## src/gbfr_pkg.sv

```systemverilog
`timescale 1ns / 1ps
// ----------------------------------------------------------------------------
// gbfr_pkg
// Shared types and constants for the binary frame receiver: parser phases,
// event codes, sync and acknowledge constants, and the bundles passed
// between the configuration, step and top-level modules.
// ----------------------------------------------------------------------------
package gbfr_pkg;

  localparam logic [7:0] SYNC_ONE   = 8'hB5;
  localparam logic [7:0] SYNC_TWO   = 8'h62;
  localparam logic [7:0] ACK_CLASS  = 8'h05;
  localparam logic [7:0] ACK_ID     = 8'h01;
  localparam logic [7:0] NMEA_START = 8'h24;
  localparam logic [16:0] PROBE_MAX_LEN = 17'd256;

  // Configuration register indexes.
  localparam logic [1:0] REG_MATCH_MODE   = 2'd0;
  localparam logic [1:0] REG_EXPECT_CLASS = 2'd1;
  localparam logic [1:0] REG_EXPECT_ID    = 2'd2;
  localparam logic [1:0] REG_MAX_PAYLOAD  = 2'd3;

  // Match modes. The spare encoding is handled like probe.
  localparam logic [1:0] MODE_ACK   = 2'd0;
  localparam logic [1:0] MODE_RESP  = 2'd1;
  localparam logic [1:0] MODE_PROBE = 2'd2;
  localparam logic [1:0] MODE_SPARE = 2'd3;

  typedef enum logic [2:0] {
    EV_NONE    = 3'd0,
    EV_ACCEPT  = 3'd1,
    EV_CKSUM   = 3'd2,
    EV_TOOLONG = 3'd3,
    EV_NOMATCH = 3'd4,
    EV_NMEA    = 3'd5
  } event_t;

  typedef enum logic [8:0] {
    PH_HUNT   = 9'b000000001,
    PH_SYNC2  = 9'b000000010,
    PH_CLASS  = 9'b000000100,
    PH_ID     = 9'b000001000,
    PH_LEN_LO = 9'b000010000,
    PH_LEN_HI = 9'b000100000,
    PH_PAYLD  = 9'b001000000,
    PH_CK_A   = 9'b010000000,
    PH_CK_B   = 9'b100000000
  } phase_t;

  typedef struct packed {
    logic [1:0]  match_mode;
    logic [7:0]  expect_class;
    logic [7:0]  expect_id;
    logic [15:0] max_payload;
  } cfg_t;

  typedef struct packed {
    phase_t      phase;
    logic [7:0]  frame_class;
    logic [7:0]  frame_ident;
    logic [15:0] frame_len;
    logic [15:0] byte_count;
    logic [7:0]  sum_a;
    logic [7:0]  sum_b;
    logic [7:0]  echo_class;
    logic [7:0]  echo_ident;
  } frame_state_t;

  typedef struct packed {
    event_t      event_res;
    logic        payload_valid;
    logic [7:0]  payload_byte;
    logic [15:0] payload_index;
    logic [15:0] frame_length;
  } result_t;

endpackage

```

## src/gbfr_cfg_regs.sv

```systemverilog
`timescale 1ns / 1ps
// ----------------------------------------------------------------------------
// gbfr_cfg_regs
// Configuration register file written through a plain write port.
// ----------------------------------------------------------------------------
module gbfr_cfg_regs import gbfr_pkg::*; (
  input  logic        clk,
  input  logic        rst,
  input  logic        cfg_we,
  input  logic [1:0]  cfg_index,
  input  logic [15:0] cfg_data,
  output cfg_t        cfg
);

  always_ff @(posedge clk) begin
    if (rst) begin
      cfg.match_mode   <= MODE_ACK;
      cfg.expect_class <= 8'd6;
      cfg.expect_id    <= 8'd0;
      cfg.max_payload  <= 16'd40;
    end else if (cfg_we) begin
      unique case (cfg_index)
        REG_MATCH_MODE:   cfg.match_mode   <= cfg_data[1:0];
        REG_EXPECT_CLASS: cfg.expect_class <= cfg_data[7:0];
        REG_EXPECT_ID:    cfg.expect_id    <= cfg_data[7:0];
        REG_MAX_PAYLOAD:  cfg.max_payload  <= cfg_data;
        default:          cfg.max_payload  <= cfg.max_payload;
      endcase
    end
  end

endmodule

```

## src/gbfr_step.sv

```systemverilog
`timescale 1ns / 1ps
// ----------------------------------------------------------------------------
// gbfr_step
// Combinational parser step: from the current frame state, the configuration
// and one received byte, forms the next frame state and the result.
// ----------------------------------------------------------------------------
module gbfr_step import gbfr_pkg::*; (
  input  frame_state_t st,
  input  cfg_t         cfg,
  input  logic         func,
  input  logic [7:0]   rx_byte,
  output frame_state_t st_next,
  output result_t      res
);

  logic [1:0]  mode;
  logic [7:0]  sum_a_add;
  logic [7:0]  sum_b_add;
  logic [15:0] len_full;
  logic [15:0] count_inc;
  logic        too_long;
  logic        frame_ok;

  always_comb begin
    // The unused mode code behaves as probe.
    mode      = (cfg.match_mode == MODE_SPARE) ? MODE_PROBE : cfg.match_mode;
    sum_a_add = st.sum_a + rx_byte;
    sum_b_add = st.sum_b + sum_a_add;
    len_full  = {rx_byte, st.frame_len[7:0]};
    count_inc = st.byte_count + 16'd1;

    if (mode == MODE_RESP) begin
      too_long = len_full > cfg.max_payload;
    end else if (mode == MODE_PROBE) begin
      too_long = {1'b0, len_full} > PROBE_MAX_LEN;
    end else begin
      too_long = 1'b0;
    end

    if (mode == MODE_ACK) begin
      frame_ok = (st.frame_class == ACK_CLASS) && (st.frame_ident == ACK_ID) &&
                 (st.echo_class == cfg.expect_class) && (st.echo_ident == cfg.expect_id);
    end else if (mode == MODE_RESP) begin
      frame_ok = (st.frame_class == cfg.expect_class) && (st.frame_ident == cfg.expect_id);
    end else begin
      frame_ok = 1'b1;
    end
  end

  always_comb begin
    st_next = st;
    res     = '{event_res: EV_NONE, payload_valid: 1'b0, payload_byte: 8'd0,
                payload_index: 16'd0, frame_length: 16'd0};

    priority if (func) begin
      st_next.phase = PH_HUNT;
    end else if (mode == MODE_PROBE && rx_byte == NMEA_START) begin
      res.event_res = EV_NMEA;
      st_next.phase = PH_HUNT;
    end else begin
      unique case (st.phase)
        PH_SYNC2: begin
          if (rx_byte == SYNC_TWO) begin
            st_next.sum_a      = 8'd0;
            st_next.sum_b      = 8'd0;
            st_next.echo_class = 8'd0;
            st_next.echo_ident = 8'd0;
            st_next.byte_count = 16'd0;
            st_next.phase      = PH_CLASS;
          end else begin
            st_next.phase = PH_HUNT;
          end
        end
        PH_CLASS: begin
          st_next.frame_class = rx_byte;
          st_next.sum_a       = sum_a_add;
          st_next.sum_b       = sum_b_add;
          st_next.phase       = PH_ID;
        end
        PH_ID: begin
          st_next.frame_ident = rx_byte;
          st_next.sum_a       = sum_a_add;
          st_next.sum_b       = sum_b_add;
          st_next.phase       = PH_LEN_LO;
        end
        PH_LEN_LO: begin
          st_next.frame_len = {8'd0, rx_byte};
          st_next.sum_a     = sum_a_add;
          st_next.sum_b     = sum_b_add;
          st_next.phase     = PH_LEN_HI;
        end
        PH_LEN_HI: begin
          st_next.frame_len  = len_full;
          st_next.sum_a      = sum_a_add;
          st_next.sum_b      = sum_b_add;
          st_next.byte_count = 16'd0;
          if (too_long) begin
            res.event_res = EV_TOOLONG;
            st_next.phase = PH_HUNT;
          end else if (len_full == 16'd0) begin
            st_next.phase = PH_CK_A;
          end else begin
            st_next.phase = PH_PAYLD;
          end
        end
        PH_PAYLD: begin
          if (st.byte_count == 16'd0) st_next.echo_class = rx_byte;
          if (st.byte_count == 16'd1) st_next.echo_ident = rx_byte;
          if (mode == MODE_RESP) begin
            res.payload_valid = 1'b1;
            res.payload_byte  = rx_byte;
            res.payload_index = st.byte_count;
          end
          st_next.sum_a      = sum_a_add;
          st_next.sum_b      = sum_b_add;
          st_next.byte_count = count_inc;
          if (count_inc >= st.frame_len) st_next.phase = PH_CK_A;
        end
        PH_CK_A: begin
          if (rx_byte != st.sum_a) begin
            res.event_res = EV_CKSUM;
            st_next.phase = PH_HUNT;
          end else begin
            st_next.phase = PH_CK_B;
          end
        end
        PH_CK_B: begin
          if (rx_byte != st.sum_b) begin
            res.event_res = EV_CKSUM;
          end else if (frame_ok) begin
            res.event_res    = EV_ACCEPT;
            res.frame_length = st.frame_len;
          end else begin
            res.event_res = EV_NOMATCH;
          end
          st_next.phase = PH_HUNT;
        end
        default: begin
          st_next.phase = (rx_byte == SYNC_ONE) ? PH_SYNC2 : PH_HUNT;
        end
      endcase
    end
  end

endmodule

```

## src/gnss_binary_frame_receiver.sv

```systemverilog
`timescale 1ns / 1ps
// ----------------------------------------------------------------------------
// gnss_binary_frame_receiver
// Parses framed binary messages (sync pair, class, ID, length, payload,
// Fletcher checksum) from a received byte stream, one byte per transaction.
// ----------------------------------------------------------------------------
// Usage:
//   Input channel (in_valid/in_ready, func, rx_byte): each transaction is one
//   received byte, or a restart request when func is 1.
//   Output channel (out_valid/out_ready, event_res, payload_*, frame_length):
//   every input transaction produces exactly one output transaction carrying
//   the event code and, in response mode, the streamed payload byte.
//   Configuration port (cfg_we, cfg_index, cfg_data): single-cycle writes to
//   match_mode, expect_class, expect_id and max_payload; write only while idle.
// Result timing and rate:
//   A byte accepted at one edge has its result registered at that edge, so the
//   result is visible from the cycle after. The parser step is a single pass of
//   adds and compares, so one byte is accepted every cycle unless the output stalls.
// Stalls:
//   The result register is the only buffer. in_ready is high when it is empty
//   or being drained in the same cycle, so a stalled receiver holds back the
//   input after one pending result.
// Reset:
//   rst clears the parser to hunting for sync, clears all frame state and the
//   output register, and loads the configuration defaults.
// ----------------------------------------------------------------------------
module gnss_binary_frame_receiver import gbfr_pkg::*; (
  input  logic        clk,
  input  logic        rst,
  input  logic        in_valid,
  output logic        in_ready,
  input  logic        func,
  input  logic [7:0]  rx_byte,
  output logic        out_valid,
  input  logic        out_ready,
  output logic [2:0]  event_res,
  output logic        payload_valid,
  output logic [7:0]  payload_byte,
  output logic [15:0] payload_index,
  output logic [15:0] frame_length,
  input  logic        cfg_we,
  input  logic [1:0]  cfg_index,
  input  logic [15:0] cfg_data
);

  cfg_t         cfg;
  frame_state_t st;
  frame_state_t st_next;
  result_t      res_next;
  result_t      res;
  logic         in_fire;

  gbfr_cfg_regs u_cfg (
    .clk       (clk),
    .rst       (rst),
    .cfg_we    (cfg_we),
    .cfg_index (cfg_index),
    .cfg_data  (cfg_data),
    .cfg       (cfg)
  );

  gbfr_step u_step (
    .st      (st),
    .cfg     (cfg),
    .func    (func),
    .rx_byte (rx_byte),
    .st_next (st_next),
    .res     (res_next)
  );

  // A new byte may enter whenever the result register is free or draining.
  assign in_ready = !out_valid || out_ready;
  assign in_fire  = in_valid && in_ready;

  // Parser state advances only on an accepted transaction.
  always_ff @(posedge clk) begin
    if (rst) begin
      st <= '{phase: PH_HUNT, default: '0};
    end else if (in_fire) begin
      st <= st_next;
    end
  end

  always_ff @(posedge clk) begin
    if (rst) begin
      out_valid <= 1'b0;
    end else if (in_fire) begin
      out_valid <= 1'b1;
    end else if (out_ready) begin
      out_valid <= 1'b0;
    end
  end

  always_ff @(posedge clk) begin
    if (rst) begin
      res <= '{event_res: EV_NONE, default: '0};
    end else if (in_fire) begin
      res <= res_next;
    end
  end

  assign event_res     = res.event_res;
  assign payload_valid = res.payload_valid;
  assign payload_byte  = res.payload_byte;
  assign payload_index = res.payload_index;
  assign frame_length  = res.frame_length;

endmodule
```

## config.mk

```make
export PLATFORM = sky130hd
export DESIGN_NAME = gnss_binary_frame_receiver
export DESIGN_NICKNAME = d
export VERILOG_FILES = /design/src/gbfr_pkg.sv /design/src/gbfr_cfg_regs.sv /design/src/gbfr_step.sv /design/src/gnss_binary_frame_receiver.sv
export SDC_FILE = /design/constraint.sdc
export NUM_CORES = 1
export LEC_CHECK = 0
export BUFFER_PORTS_ARGS = -buffer_cell sky130_fd_sc_hd__buf_4
export CORE_ASPECT_RATIO = 0.5
export CORE_MARGIN = 2
export CORE_UTILIZATION = 60
export CTS_BUF_LIST = sky130_fd_sc_hd__clkbuf_4 sky130_fd_sc_hd__clkbuf_8 sky130_fd_sc_hd__clkbuf_16
export CTS_CLUSTER_DIAMETER = 200
export DETAILED_ROUTE_END_ITERATION = 8
export GPL_TIMING_DRIVEN = 0
export PLACE_DENSITY_LB_ADDON = 0.08
export SETUP_SLACK_MARGIN = 0.1
export SYNTH_ARGS = -nofsm -noshare
export SYNTH_HDL_FRONTEND = slang
export SYNTH_SLANG_ARGS = --single-unit
```

## constraint.sdc

```tcl
create_clock -name clk -period 7.9 [get_ports clk]
set_input_delay 1.185 -clock clk [delete_from_list [all_inputs] [get_ports clk]]
set_output_delay 1.185 -clock clk [all_outputs]
set_load 0.02 [all_outputs]
```

Word level (Yosys, flattened, before mapping). Index checks and enable logic that the tools add are counted. W data, S select, Z words.

Register bits after elaboration: 168. Logic and storage cells: 126.

Reductions and logical operators: 31. Muxes and demuxes: 36. Eq/ne operators: 30. Add/sub/neg operators: 3. Bitwise gates (word level): 3. Order comparisons: 3.

Operators by type and width (number): $pmux W16 S2 (3); $pmux W9 S8 (1); $mux W25 (2); $mux W16 (3); $mux W48 (1); $pmux W16 S3 (1); $mux W44 (1); $mux W41 (1); $mux W9 (4); $eq A8 B8 Y1 (4); $logic_not A16 Y1 (2); $mux W8 (4); $add A16 B1 Y16 const B (1); $add A8 B8 Y8 (2); $eq A16 B1 Y1 const B (1); $ge A16 B16 Y1 (1); $gt A16 B16 Y1 (1); $gt A16 B9 Y1 const B (1); $ne A8 B8 Y1 (2); $reduce_and A5 Y1 (3); $mux W3 (4); $reduce_and A4 Y1 (3); $reduce_and A6 Y1 (2); $reduce_and A2 Y1 (5); other kinds (28) (53).

Longest topological paths before layout. Gate-level depths: netlist (run 1).

Depth in word-level cells: 10. Gate-level depth with buffers: 15.

Modules after synthesis. From an unflattened synthesis (run 1), not the netlist that was laid out.

Cell total of the unflattened synthesis: 1328. Area total of the unflattened synthesis: 11348.4 um^2.

By module, submodules not included: gnss_binary_frame_receiver (cells an instance 612, area an instance 5934.4 um^2, seq. area each 2682.6 um^2, times used 1); gbfr_step (cells an instance 580, area an instance 3997.6 um^2, seq. area each 0.0 um^2, times used 1); gbfr_cfg_regs (cells an instance 136, area an instance 1416.4 um^2, seq. area each 680.7 um^2, times used 1).

Worst setup path after synthesis (run 1). Ideal clock, no wire load.

Path type: input -> register. Start point: in rx_byte[1]. End point: reg st[23] (netlist name). Slack: 4.031 ns. Stages on the path: 15. Arrival time: 3.799 ns. Cells stage by stage: buf_2 inv_1 fa_1 nor2b_1 o21ai_0 nand2b_1 xor2_1 ha_1 nand3_1 o2111ai_1 a21o_1 a21oi_1 xnor2_1 mux2_2 a21oi_1.

Longest elaborated chain between the ends: 4.

RTL lines: from (decl) (RTL line gnss_binary_frame_receiver.sv:33) `input logic [7:0] rx_byte,`; branches (longest 4 deep; another with $add A8 B8 Y8).

Several ways; the timed one is not identified. A chain may end at the register's enable or synchronous reset.

Worst setup path after layout (run 1).
Start point: reg st[32] (netlist name). End point: reg st[87] (netlist name).

Longest elaborated chain between the ends: 4.

RTL lines: $add A16 B1 Y16 (RTL line gbfr_step.sv:30) `count_inc = st.byte_count + 16'd1;`; $ge A16 B16 Y1 (RTL line gbfr_step.sv:117) `if (count_inc >= st.frame_len) st_next.phase = PH_CK_A;`; $ne A4 B2 Y1 (no line); $reduce_and A2 Y1 (no line).

Every way passes these cells.

==> metrics.md, run 1 <==
| Metric | Value |
|---|---|
| Finished Layout Cells | `1296` |
| Synth warn | `0` |
| Compound-Gate Fraction of Synth Area | `0.1483` |
| Pwr Density | `189.5 nW/µm²` |
| Reg2reg end | `st[87]` |
| Net Sw Frac | `0.2323` |
| Die ar. | `about 15000 µm²` |
| Max Buffers Root-to-Sink | `2` |
| R2R setup slack | `3.21 ns` |
| Most area-consuming cells after synthesis | `dfxtp_1, ha_1, nor2_1, mux2i_1, a22oi_1` |
| Final Hold Fails | `0` |
| Most common cell after layout, fill and taps aside | `dfxtp_1` |
| Die width | `approximately 170 µm` |
| Largest net degree at the start of global routing | `17` |
| Slew Limit Fails | `0` |
| Sw Pwr | `0.4453 mW` |
| Crit path capture type | `register` |
| Mapped Nets | `roughly 1100` |
| Setup crit start kind | `register` |
| Place WS | `roughly 3.4 ns` |
| VDD IR-drop max | `between 0.1 and 0.15 mV` |
| IO Port Bufs | `75` |
| Synth area leader | `dfxtp_1` |
| Post-CTS Setup Bufs | `0` |
| Int Pwr | `approximately 1.5 mW` |
| Worst Tran Pin Value | `1.299 ns` |
| Multiplexer area fraction after synthesis | `0.06616` |
| WHS Path Cells | `2` |
| Vias after detailed routing | `7816` |
| Leakage power | `4.414 nW` |
| Core area | `approximately 14000 µm²` |
| Post-CTS Resized | `0` |
| Num CTS Buffers | `17` |
| Pwr Total | `around 1.9 mW` |
| TNS Setup | `0 ns` |
| CP Max Fanout | `10` |
| # IOs | `78` |
| Main combinational cell family by area after synthesis | `simple AND/OR/NAND/NOR gates` |
| Syn_area_per_cell | `roughly 8.7 µm²` |
| CP Class | `register to register` |
| Period minus WS final | `around 4.7 ns` |
| Vias in the first global route | `approximately 7500` |
| Synth Area in XOR/XNOR | `0.07078` |
| CP Data Arrival Time | `approximately 5.0 ns` |
| Clock-pin slew on the worst setup and hold paths | `0.07 ns` |
| Placer Congestion | `0.9216` |
| Die H | `88.96 µm` |
| Grt ovf | `0` |
| Mapped Cells | `998` |
| Gr usage total | `0.3368` |
| DRC Markers | `0` |
| Post-synthesis adder-cell area fraction | `0.07540` |
| WL final | `about 25 mm` |
| Layout cells sized above 1 | `0.1277` |
| Initial antenna violation count | `0` |
| HPWL Detailed | `18.16 mm` |
| Clock group share of total power | `0.488` |
| Commonest non-fill, non-tap cells in the layout | `dfxtp_1, nor2_1, buf_4, nand2_1, a21oi_1` |
| Commonest register cell after synthesis | `dfxtp_1` |
| Logic pwr share | `0.063` |
| Final net count | `between 1000 and 1500` |
| Status | `complete, no violations` |
| Post-synth ARST share | `0` |
| Num Clock Sinks | `approximately 170` |
| Endpoints failing setup | `0` |
| Drt pass-1 iters | `5` |
| DR iter-0 viols | `700` |
| Simple-gate portion of the synthesized area | `0.2005` |
| CP required | `slightly above 8 ns` |
| Final Hold Slack | `roughly 0.46 ns` |
| Synth Register Bits | `168` |
| Hold crit path type | `register to register` |
| Via density | `6.031` |
| Worst r2r src | `st[32]` |
| Placed insts | `1265` |
| Initial Util | `0.6271` |
| First-pass GRT wire length | `40.02 mm` |
| Max_slew headroom | `0.1262` |
| Flop pwr share | `0.449` |
| Clk_lat worst skew | `0.44 ns` |
| Worst Hold Path EP | `u_cfg.cfg[2]` |
| Row count | `30` |
| Avg WL per Cell | `19.62 µm` |
| # H-tree levels | `4` |
| RSZ-0062 raised after global routing | `no` |
| Worst hold start | `u_cfg.cfg[2]` |
| Hold_buf cts | `0` |
| Final Cycle Share | `0.5934` |
| Mapped Area | `8662 µm²` |
| Total of max-cap violations | `0` |
| Seq/Total Area, Yosys | `0.3883` |
| TritonCTS clock tree | `done` |
| Number of routed nets with antenna violations | `0` |
| Highest clock rate | `213.3 MHz` |
| Clk_skew | `0.01378 ns` |
| Synth cell types | `63` |
| Number of flops mapped to enable cells by yosys | `0` |
| Synth-to-layout area growth | `16.80%` |
| Reg2reg path depth | `14` |
| Post-synth top area share | `0.3883` |
| CTS root buf | `clkbuf_16` |
| Final WS setup | `3.212 ns` |
| Antenna cell count | `0` |
## flip-flops by register name, indices dropped and copies added, names as in the netlist
register / cells
payload_valid: 1
frame_length: 16
payload_byte: 8
payload_index: 16
out_valid: 1
event_res: 3
u_cfg.cfg: 34
st: 89
## stage by stage
| stage | area, µm² | util |
|---|---|---|
| 4_1_cts | 10120 | 0.7324 |
| 6_report | 10120 | 0.7324 |
| 3_5_place_dp | 9465 | 0.6852 |
| 5_1_grt | 10120 | 0.7324 |
| 2_1_floorplan | 8662 | - |
| 3_3_place_gp | 9465 | 0.6852 |
## worst max-delay path: stages (launching register included)
cell and delay [ns]:
dfxtp_1 0.54, ha_1 0.30, nand3_1 0.21, nor3_1 0.64
and4_1 0.38, and3_1 0.21, xor2_1 0.22, ha_1 0.30
a21o_1 0.19, a21oi_1 0.14, a21oi_1 0.09, nor3_1 0.64
buf_2 0.37, mux2i_1 0.22, o22ai_1 0.09
## cell usage after synthesis, types with 3 or more instances
cell type and n:
a22oi_1 49, ha_1 49, a211o_1 5, mux2i_1 55, nor4_1 19, nand2_1 69, nor2_1 154, or3_1 3
a21oi_1 60, o211ai_1 4, clkbuf_1 43, nor3b_1 3, and2_1 8, xnor2_1 38, nand4b_1 3, o21ai_0 19
nand3b_1 15, nand3_1 18, nor2b_1 4, and4_1 6, or2_2 3, nor3_1 16, nand2b_1 7, xor2_1 32
a21o_1 15, inv_1 46, nand4_1 12, buf_2 13, a22o_1 18, dfxtp_1 168
## how the worst max path moves through the flow
stage          startpoint      to  depth (start not counted)
6_report           st[32]  st[87]                         14
5_1_grt            st[34]  st[87]                         15
4_1_cts            st[34]  st[87]                         15
3_5_place_dp   rx_byte[1]  st[23]                         16
3_3_place_gp   rx_byte[1]  st[23]                         16
2_1_floorplan  rx_byte[1]  st[23]                         15
## kinds of logic after synthesis
family / after synthesis
simple gates: 356
compound gates: 189
flops: 168
buf+inv: 107
xor+xnor: 70
mux: 57
fa+ha+maj: 51
## per-layer routing
layer | share of wire | global-route usage | wire length (µm) | vias up
met5 | 0 | 0 | 0 | -
met2 | 0.44 | 0.5491 | 11260 | 329
met3 | 0.086 | 0.05952 | 2188 | 52
met1 | 0.44 | 0.4531 | 11300 | 3742
met4 | 0.026 | 0.1398 | 670 | 0
li1 | - | - | - | 3693
## cell type report
class | instances | area (µm²)
Multi-Input combinational cell | 723 | 4861
Fill cell | 1115 | 3696
Sequential cell | 168 | 3363
Timing Repair Buffer | 75 | 563.0
Clock buffer | 20 | 454.2
Buffer | 61 | 265.3
Tap cell | 192 | 240.2
Clock inverter | 11 | 197.7
Inverter | 46 | 172.7
## power groups by stage
stage / Sequential (mW) / Combinational [mW] / Clock [mW]
final: 0.860 / 0.121 / 0.935
after global routing: 0.860 / 0.131 / 0.969
after detailed placement: 0.879 / 0.117 / 0
after global placement: 0.879 / 0.115 / 0
after CTS: 0.860 / 0.119 / 0.934
after floorplan: 0.877 / 0.0706 / 0
No activity file was read; power rests on OpenSTA's default activity.
==> run 2: changes to the inputs <==
==> constraint.sdc (replaced) <==
create_clock -name clk -period 4.4 [get_ports clk]
set_input_delay 0.66 -clock clk [delete_from_list [all_inputs] [get_ports clk]]
set_output_delay 0.66 -clock clk [all_outputs]
set_load 0.02 [all_outputs]
==> run 2 against run 1 <==
Die area unchanged; sequential share of layout area down 0.13 points; clock power up 80%; hold slack worse by 0.0044 ns; via count up 0.77%; cell count unchanged; register-to-register slack worse by 2.9 ns; critical path depth up 1; fmax up 15%; non-clock buffer count unchanged; power up 80%; largest cell class unchanged; highest routed layer unchanged.
==> metrics.md, run 2 (same netlist as run 1, synthesis figures left out) <==
| Metric | Value |
|---|---|
| Num CTS Buffers | `17 (unchanged)` |
| Crit path capture type | `register` |
| Pwr Total | `3.444 mW (+80%)` |
| Gr usage total | `0.3372 (+0.0003803)` |
| First-pass GRT wire length | `40.09 mm (+0.17%)` |
| Most common cell after layout, fill and taps aside | `dfxtp_1` |
| Clock-pin slew on the worst setup and hold paths | `0.07 ns (about the same)` |
| Placed insts | `1265 (unchanged)` |
| RSZ-0062 raised after global routing | `yes` |
| WL final | `25.58 mm (+0.62%)` |
| Initial antenna violation count | `0 (unchanged)` |
| Filler cells | `1104 (-0.99%)` |
| Vias after detailed routing | `7876 (+0.77%)` |
| Top Registers | `st (89), u_cfg.cfg (34)` |
| Finished Layout Cells | `1296 (unchanged)` |
| Hold_buf cts | `0 (unchanged)` |
| Via density | `6.077 (+0.77%)` |
| WHS Path Cells | `2 (unchanged)` |
| Die ar. | `15470 µm² (unchanged)` |
| Layout cells sized above 1 | `0.1322 (+0.004529)` |
| CP Data Arrival Time | `4.37 ns (-0.62 ns)` |
| Largest net degree at the start of global routing | `17 (unchanged)` |
| Placer Congestion | `0.9216 (unchanged)` |
| Reg2reg path depth | `15 (+1)` |
| Highest clock rate | `245.5 MHz (+15%)` |
| Core area | `13810 µm² (unchanged)` |
| Endpoints failing setup | `0 (unchanged)` |
| Worst r2r src | `st[36]` |
| Die width | `173.9 µm (unchanged)` |
| VDD IR-drop max | `0.2587 mV (+80%)` |
| TritonCTS clock tree | `done` |
| Crit. Startpoint | `st[36]` |
| Pwr Density | `338.9 nW/µm² (+79%)` |
| IO Port Bufs | `75 (unchanged)` |
| Avg WL per Cell | `19.74 µm (+0.62%)` |
| Die H | `88.96 µm (unchanged)` |
| Biggest register | `st` |
| HPWL Detailed | `18.16 mm (unchanged)` |
| # H-tree levels | `4 (unchanged)` |
| Num Clock Sinks | `168 (unchanged)` |
| DRC Markers | `0 (unchanged)` |
| Grt ovf | `0 (unchanged)` |
| CP Max Fanout | `10 (unchanged)` |
| CP Class | `register to register` |
| Final net count | `1175 (unchanged)` |
| Slew Limit Fails | `0 (unchanged)` |
| Total of max-cap violations | `0 (unchanged)` |
| Setup crit start kind | `register` |
| TNS Setup | `0 ns (unchanged)` |
| # IOs | `78 (unchanged)` |
| Worst hold start | `cfg_data[5]` |
| Number of routed nets with antenna violations | `0 (unchanged)` |
| Max reg flops | `89 (unchanged)` |
| CP required | `4.70 ns (-3.50 ns)` |
| Max_slew headroom | `0.1672 (+0.04101)` |
| Vias in the first global route | `7551 (+0.32%)` |
| CTS root buf | `clkbuf_16` |
| Initial Util | `0.6271 (unchanged)` |
| Max Buffers Root-to-Sink | `2 (unchanged)` |
| Clk_skew | `0.01344 ns (-0.0003422 ns)` |
| Commonest non-fill, non-tap cells in the layout | `dfxtp_1, nor2_1, buf_4, nand2_1, a21oi_1` |
| Final Hold Fails | `0 (unchanged)` |
| Status | `complete, no violations` |
| Drt pass-1 iters | `6 (+1)` |
| Final Cycle Share | `0.9256 (+0.3322)` |
| Period minus WS final | `4.073 ns (-0.6155 ns)` |
| Worst Tran Pin Value | `1.238 ns (-0.06095 ns)` |
| Antenna cell count | `0 (unchanged)` |
| Post-CTS Setup Bufs | `0 (unchanged)` |
| DR iter-0 viols | `776 (+11%)` |
| Row count | `30 (unchanged)` |
| Clk_lat worst skew | `0.44 ns (about the same)` |
| Leakage power | `4.451 nW (+0.84%)` |
| Hold crit path type | `input pin to register` |
| Synth-to-layout area growth | `17.32%` |
## run 2: cell counts in the layout (fill, tap and decap cells not counted)
Identical to the previous run, type by type.
## run 2: final cells by class
class,count,area [µm²],share of cell area
Tap cell,192,240.2,0.02364
Clock inverter,11,197.7,0.01945
Multi-Input combinational cell,723,4905,0.4826
Sequential cell,168,3364,0.3311
Inverter,46,172.7,0.01699
Clock buffer,20,454.2,0.04469
Timing Repair Buffer,75,563.0,0.05541
Buffer,61,265.3,0.02610
## run 2: power breakdown
group / internal (mW) / leakage [nW] / switching (mW)
logic: 0.0758 / 2.78 / 0.144
clock network: 1.03 / 0.317 / 0.646
registers: 1.53 / 1.36 / 0.0119
## run 2: worst max-delay path: stages, from the launching register on
cell and delay [ns]:
dfxtp_1 0.31, clkbuf_1 0.33, nand3_1 0.23, nor4_4 0.39
nand3_1 0.27, nor2_1 0.29, xor2_1 0.21, ha_1 0.28
a21o_1 0.17, a21o_1 0.19, a21oi_1 0.15, a21oi_1 0.13
nor3_4 0.35, buf_2 0.31, mux2i_1 0.22, o22ai_1 0.09
## run 2: routing by layer
metal	global-route usage	vias to the layer above	routed length [µm]
li1	-	3690	-
met1	0.4520	3720	11060
met2	0.5520	405	11270
met3	0.05952	61	2524
met4	0.1398	0	731
met5	0	-	0
## run 2: worst paths after layout
check	endpoint	slack (ns)
hold / removal	u_cfg.cfg[5]	0.45
setup / recovery	st[87]	0.33
setup reg to reg	st[87]	0.33
hold reg to reg	u_cfg.cfg[2]	0.46
## run 2: timing repair
| item | CTS | global route |
|---|---|---|
| endpoints found under the setup margin | 9 | 8 |
| hold endpoints to repair | 0 | 0 |
| gates resized for setup | 3 | 5 |
## run 2: stage by stage
step	cell area (µm²)	util	setup WS, ns	hold slack (ns)
floorplan	8662	-	0.8664	0.4356
global placement	9465	0.6852	0.002781	0.4438
detailed placement	9465	0.6852	-0.09797	0.4491
CTS	10130	0.7336	0.2293	0.4540
global route	10160	0.7357	0.08254	0.4550
finish	10160	0.7357	0.3273	0.4517
==> run 3: changes to the inputs <==
--- a/config.mk
+++ b/config.mk
@@ -14,6 +14,7 @@
 export DETAILED_ROUTE_END_ITERATION = 8
 export GPL_TIMING_DRIVEN = 0
 export PLACE_DENSITY_LB_ADDON = 0.08
+export RECOVER_POWER = 100
 export SETUP_SLACK_MARGIN = 0.1
 export SYNTH_ARGS = -nofsm -noshare
 export SYNTH_HDL_FRONTEND = slang
==> run 3 against run 2 <==
Critical path depth did not move; die area is the same; sequential share of layout area rose by 0.78 points; non-clock buffer count did not move; wire length is 0.15% lower; fmax is 0.61% lower; count of clock-buffer cells in the layout unchanged; core utilization decreased by 1.7 points; sequential power is essentially flat.
==> metrics.md, run 3 (same netlist as run 1, synthesis figures left out) <==
| Metric | Value |
|---|---|
| Status | `complete, no violations` |
| Vias in the first global route | `7551 (unchanged)` |
| Top Registers | `st (89), u_cfg.cfg (34)` |
| CP required | `4.70 ns (about the same)` |
| Finished Layout Cells | `1296 (unchanged)` |
| Antenna cell count | `0 (unchanged)` |
| Via density | `6.073 (about the same)` |
| Crit path capture type | `register` |
| CP Max Fanout | `10 (unchanged)` |
| Row count | `30 (unchanged)` |
| Crit. Startpoint | `st[36]` |
| RSZ-0062 raised after global routing | `yes` |
| Initial antenna violation count | `0 (unchanged)` |
| IO Port Bufs | `75 (unchanged)` |
| Pwr Total | `3.440 mW (-0.12%)` |
| DRC Markers | `0 (unchanged)` |
| R2R setup slack | `0.30 ns (-0.03 ns)` |
| CP max-delay cell | `nor4_4` |
| Number of routed nets with antenna violations | `0 (unchanged)` |
| Die width | `173.9 µm (unchanged)` |
| First-pass GRT wire length | `40.09 mm (unchanged)` |
| Hold_buf cts | `0 (unchanged)` |
| Hold crit path type | `input pin to register` |
| Die H | `88.96 µm (unchanged)` |
| Cell area after layout | `9930 µm² (-2.3%)` |
| CTS root buf | `clkbuf_16` |
| Num Clock Sinks | `168 (unchanged)` |
| Initial Util | `0.6271 (unchanged)` |
| Commonest non-fill, non-tap cells in the layout | `dfxtp_1, nor2_1, clkbuf_1, nand2_1, a21oi_1` |
| DR iter-0 viols | `707 (-8.9%)` |
| CP Capture Point | `st[87]` |
| Final Hold Slack | `0.4534 ns (+0.001661 ns)` |
| Filler cells | `1189 (+7.7%)` |
| Leakage power | `4.204 nW (-5.5%)` |
| Pwr Density | `346.5 nW/µm² (+2.2%)` |
| Avg WL per Cell | `19.71 µm (-0.15%)` |
| Core area | `13810 µm² (unchanged)` |
| Crit path cell chain | `clkbuf_1 > nand3_1 > nor4_4 > nand3_1 > nor2_1 > xor2_1 > ha_1 > a21o_1 > a21o_1 > a21oi_1 > a21oi_1 > nor3_4 > clkbuf_2 > mux2i_1 > o22ai_1` |
| Final net count | `1175 (unchanged)` |
| Gr usage total | `0.3372 (unchanged)` |
| Max reg flops | `89 (unchanged)` |
| Final Cycle Share | `0.9313 (+0.005693)` |
| Placed insts | `1265 (unchanged)` |
| Total of max-cap violations | `0 (unchanged)` |
| Layout cells sized above 1 | `0.07699 (-0.05525)` |
| Synth-to-layout area growth | `14.63%` |
| Drt pass-1 iters | `6 (unchanged)` |
| Max Buffers Root-to-Sink | `2 (unchanged)` |
| Clk_lat worst skew | `0.44 ns (about the same)` |
| Highest clock rate | `244.0 MHz (-0.61%)` |
| # H-tree levels | `4 (unchanged)` |
| Endpoints failing setup | `0 (unchanged)` |
| Worst r2r src | `st[36]` |
| Grt ovf | `0 (unchanged)` |
| Reg2reg end | `st[87]` |
| Die ar. | `15470 µm² (unchanged)` |
| Worst Tran Pin Value | `1.237 ns (-0.0004196 ns)` |
| Final Hold Fails | `0 (unchanged)` |
| Setup crit start kind | `register` |
| Slew Limit Fails | `0 (unchanged)` |
| Placed Area | `9465 µm² (unchanged)` |
| Max_slew headroom | `0.1674 (+0.0002820)` |
| Clock-pin slew on the worst setup and hold paths | `0.07 ns (about the same)` |
| CP Class | `register to register` |
| Num CTS Buffers | `17 (unchanged)` |
| CP Data Arrival Time | `4.40 ns (+0.03 ns)` |
| Clk_skew | `0.01297 ns (-0.0004725 ns)` |
| Reg2reg path depth | `15 (unchanged)` |
| WL final | `25.54 mm (-0.15%)` |
| Period minus WS final | `4.098 ns (+0.02505 ns)` |
| CP peak stage delay | `0.40 ns (about the same)` |
| Largest net degree at the start of global routing | `17 (unchanged)` |
| Vias after detailed routing | `7871 (-0.063%)` |
| # IOs | `78 (unchanged)` |
| Most common cell after layout, fill and taps aside | `dfxtp_1` |
| HPWL Detailed | `18.16 mm (unchanged)` |
| Placer Congestion | `0.9216 (unchanged)` |
| Biggest register | `st` |
| VDD IR-drop max | `0.2617 mV (+1.2%)` |
| TritonCTS clock tree | `done` |
-- run 3: changes by cell type in the layout (fill, tap and decap cells not counted), moves of 2 or more --
cell / previous run / this run
buf_2: 13 / 7
buf_4: 76 / 28
buf_6: 2 / 0
clkbuf_1: 43 / 99
-- run 3: how the worst min path moves through the flow --
stage | from | endpoint | cells after the start
after floorplan | st[30] | st[30] | 2
after global placement | u_cfg.cfg[4] | u_cfg.cfg[4] | 2
after detailed placement | u_cfg.cfg[12] | u_cfg.cfg[12] | 2
after CTS | cfg_data[5] | u_cfg.cfg[5] | 2
after global routing | cfg_data[5] | u_cfg.cfg[5] | 2
final | cfg_data[5] | u_cfg.cfg[5] | 2
-- run 3: worst max-delay path, delay by kind of cell, from the launching register on --
family,cells,cell delay (ns)
and+or+nand+nor,5,1.55
AOI/OAI and AO/OA,5,0.73
buffers and inverters,2,0.66
DFF,1,0.31
adders and majority gates,1,0.29
muxes,1,0.22
xor gates and xnor gates,1,0.21
-- run 3: metal layers --
metal / track usage / vias to the layer above / share of wire
met5: 0 / - / 0
met4: 0.1398 / 0 / 0.027
met1: 0.4520 / 3746 / 0.43
li1: - / 3697 / -
met3: 0.05952 / 64 / 0.10
met2: 0.5520 / 364 / 0.44
-- run 3: timing repair --
action                                 in CTS  in global routing
endpoints found under the hold margin       0                  0
buffers inserted                            0                  0
resized for setup                           3                  5
gates cloned                                0                  0
setup endpoints to repair                   9                  8
-- run 3: area by class of cell --
cell class              count  area (µm²)  area share
inverters                  46       172.7     0.01739
plain buffers              61       244.0     0.02457
clock buffers              20       454.2     0.04574
multi-input cells         723        4873      0.4908
repair buffers             75       382.9     0.03856
flip-flops and latches    168        3364      0.3388
clock inverters            11       197.7     0.01991
well taps                 192       240.2     0.02419
-- run 3: report_power, final --
group | total, mW | switching (mW) | internal, mW
Sequential | 1.54 | 0.0118 | 1.53
Combinational | 0.217 | 0.143 | 0.0737
Clock | 1.68 | 0.645 | 1.03
Total | 3.44 | 0.800 | 2.64
-- run 3: metrics by stage --
stage	utilization	setup slack [ns]	setup TNS [ns]
final	0.7188	0.3023	0
after global routing	0.7188	0.06299	0
after CTS	0.7336	0.2293	0
after detailed placement	0.6852	-0.09797	-0.1344
after global placement	0.6852	0.002781	0
after floorplan	-	0.8664	0
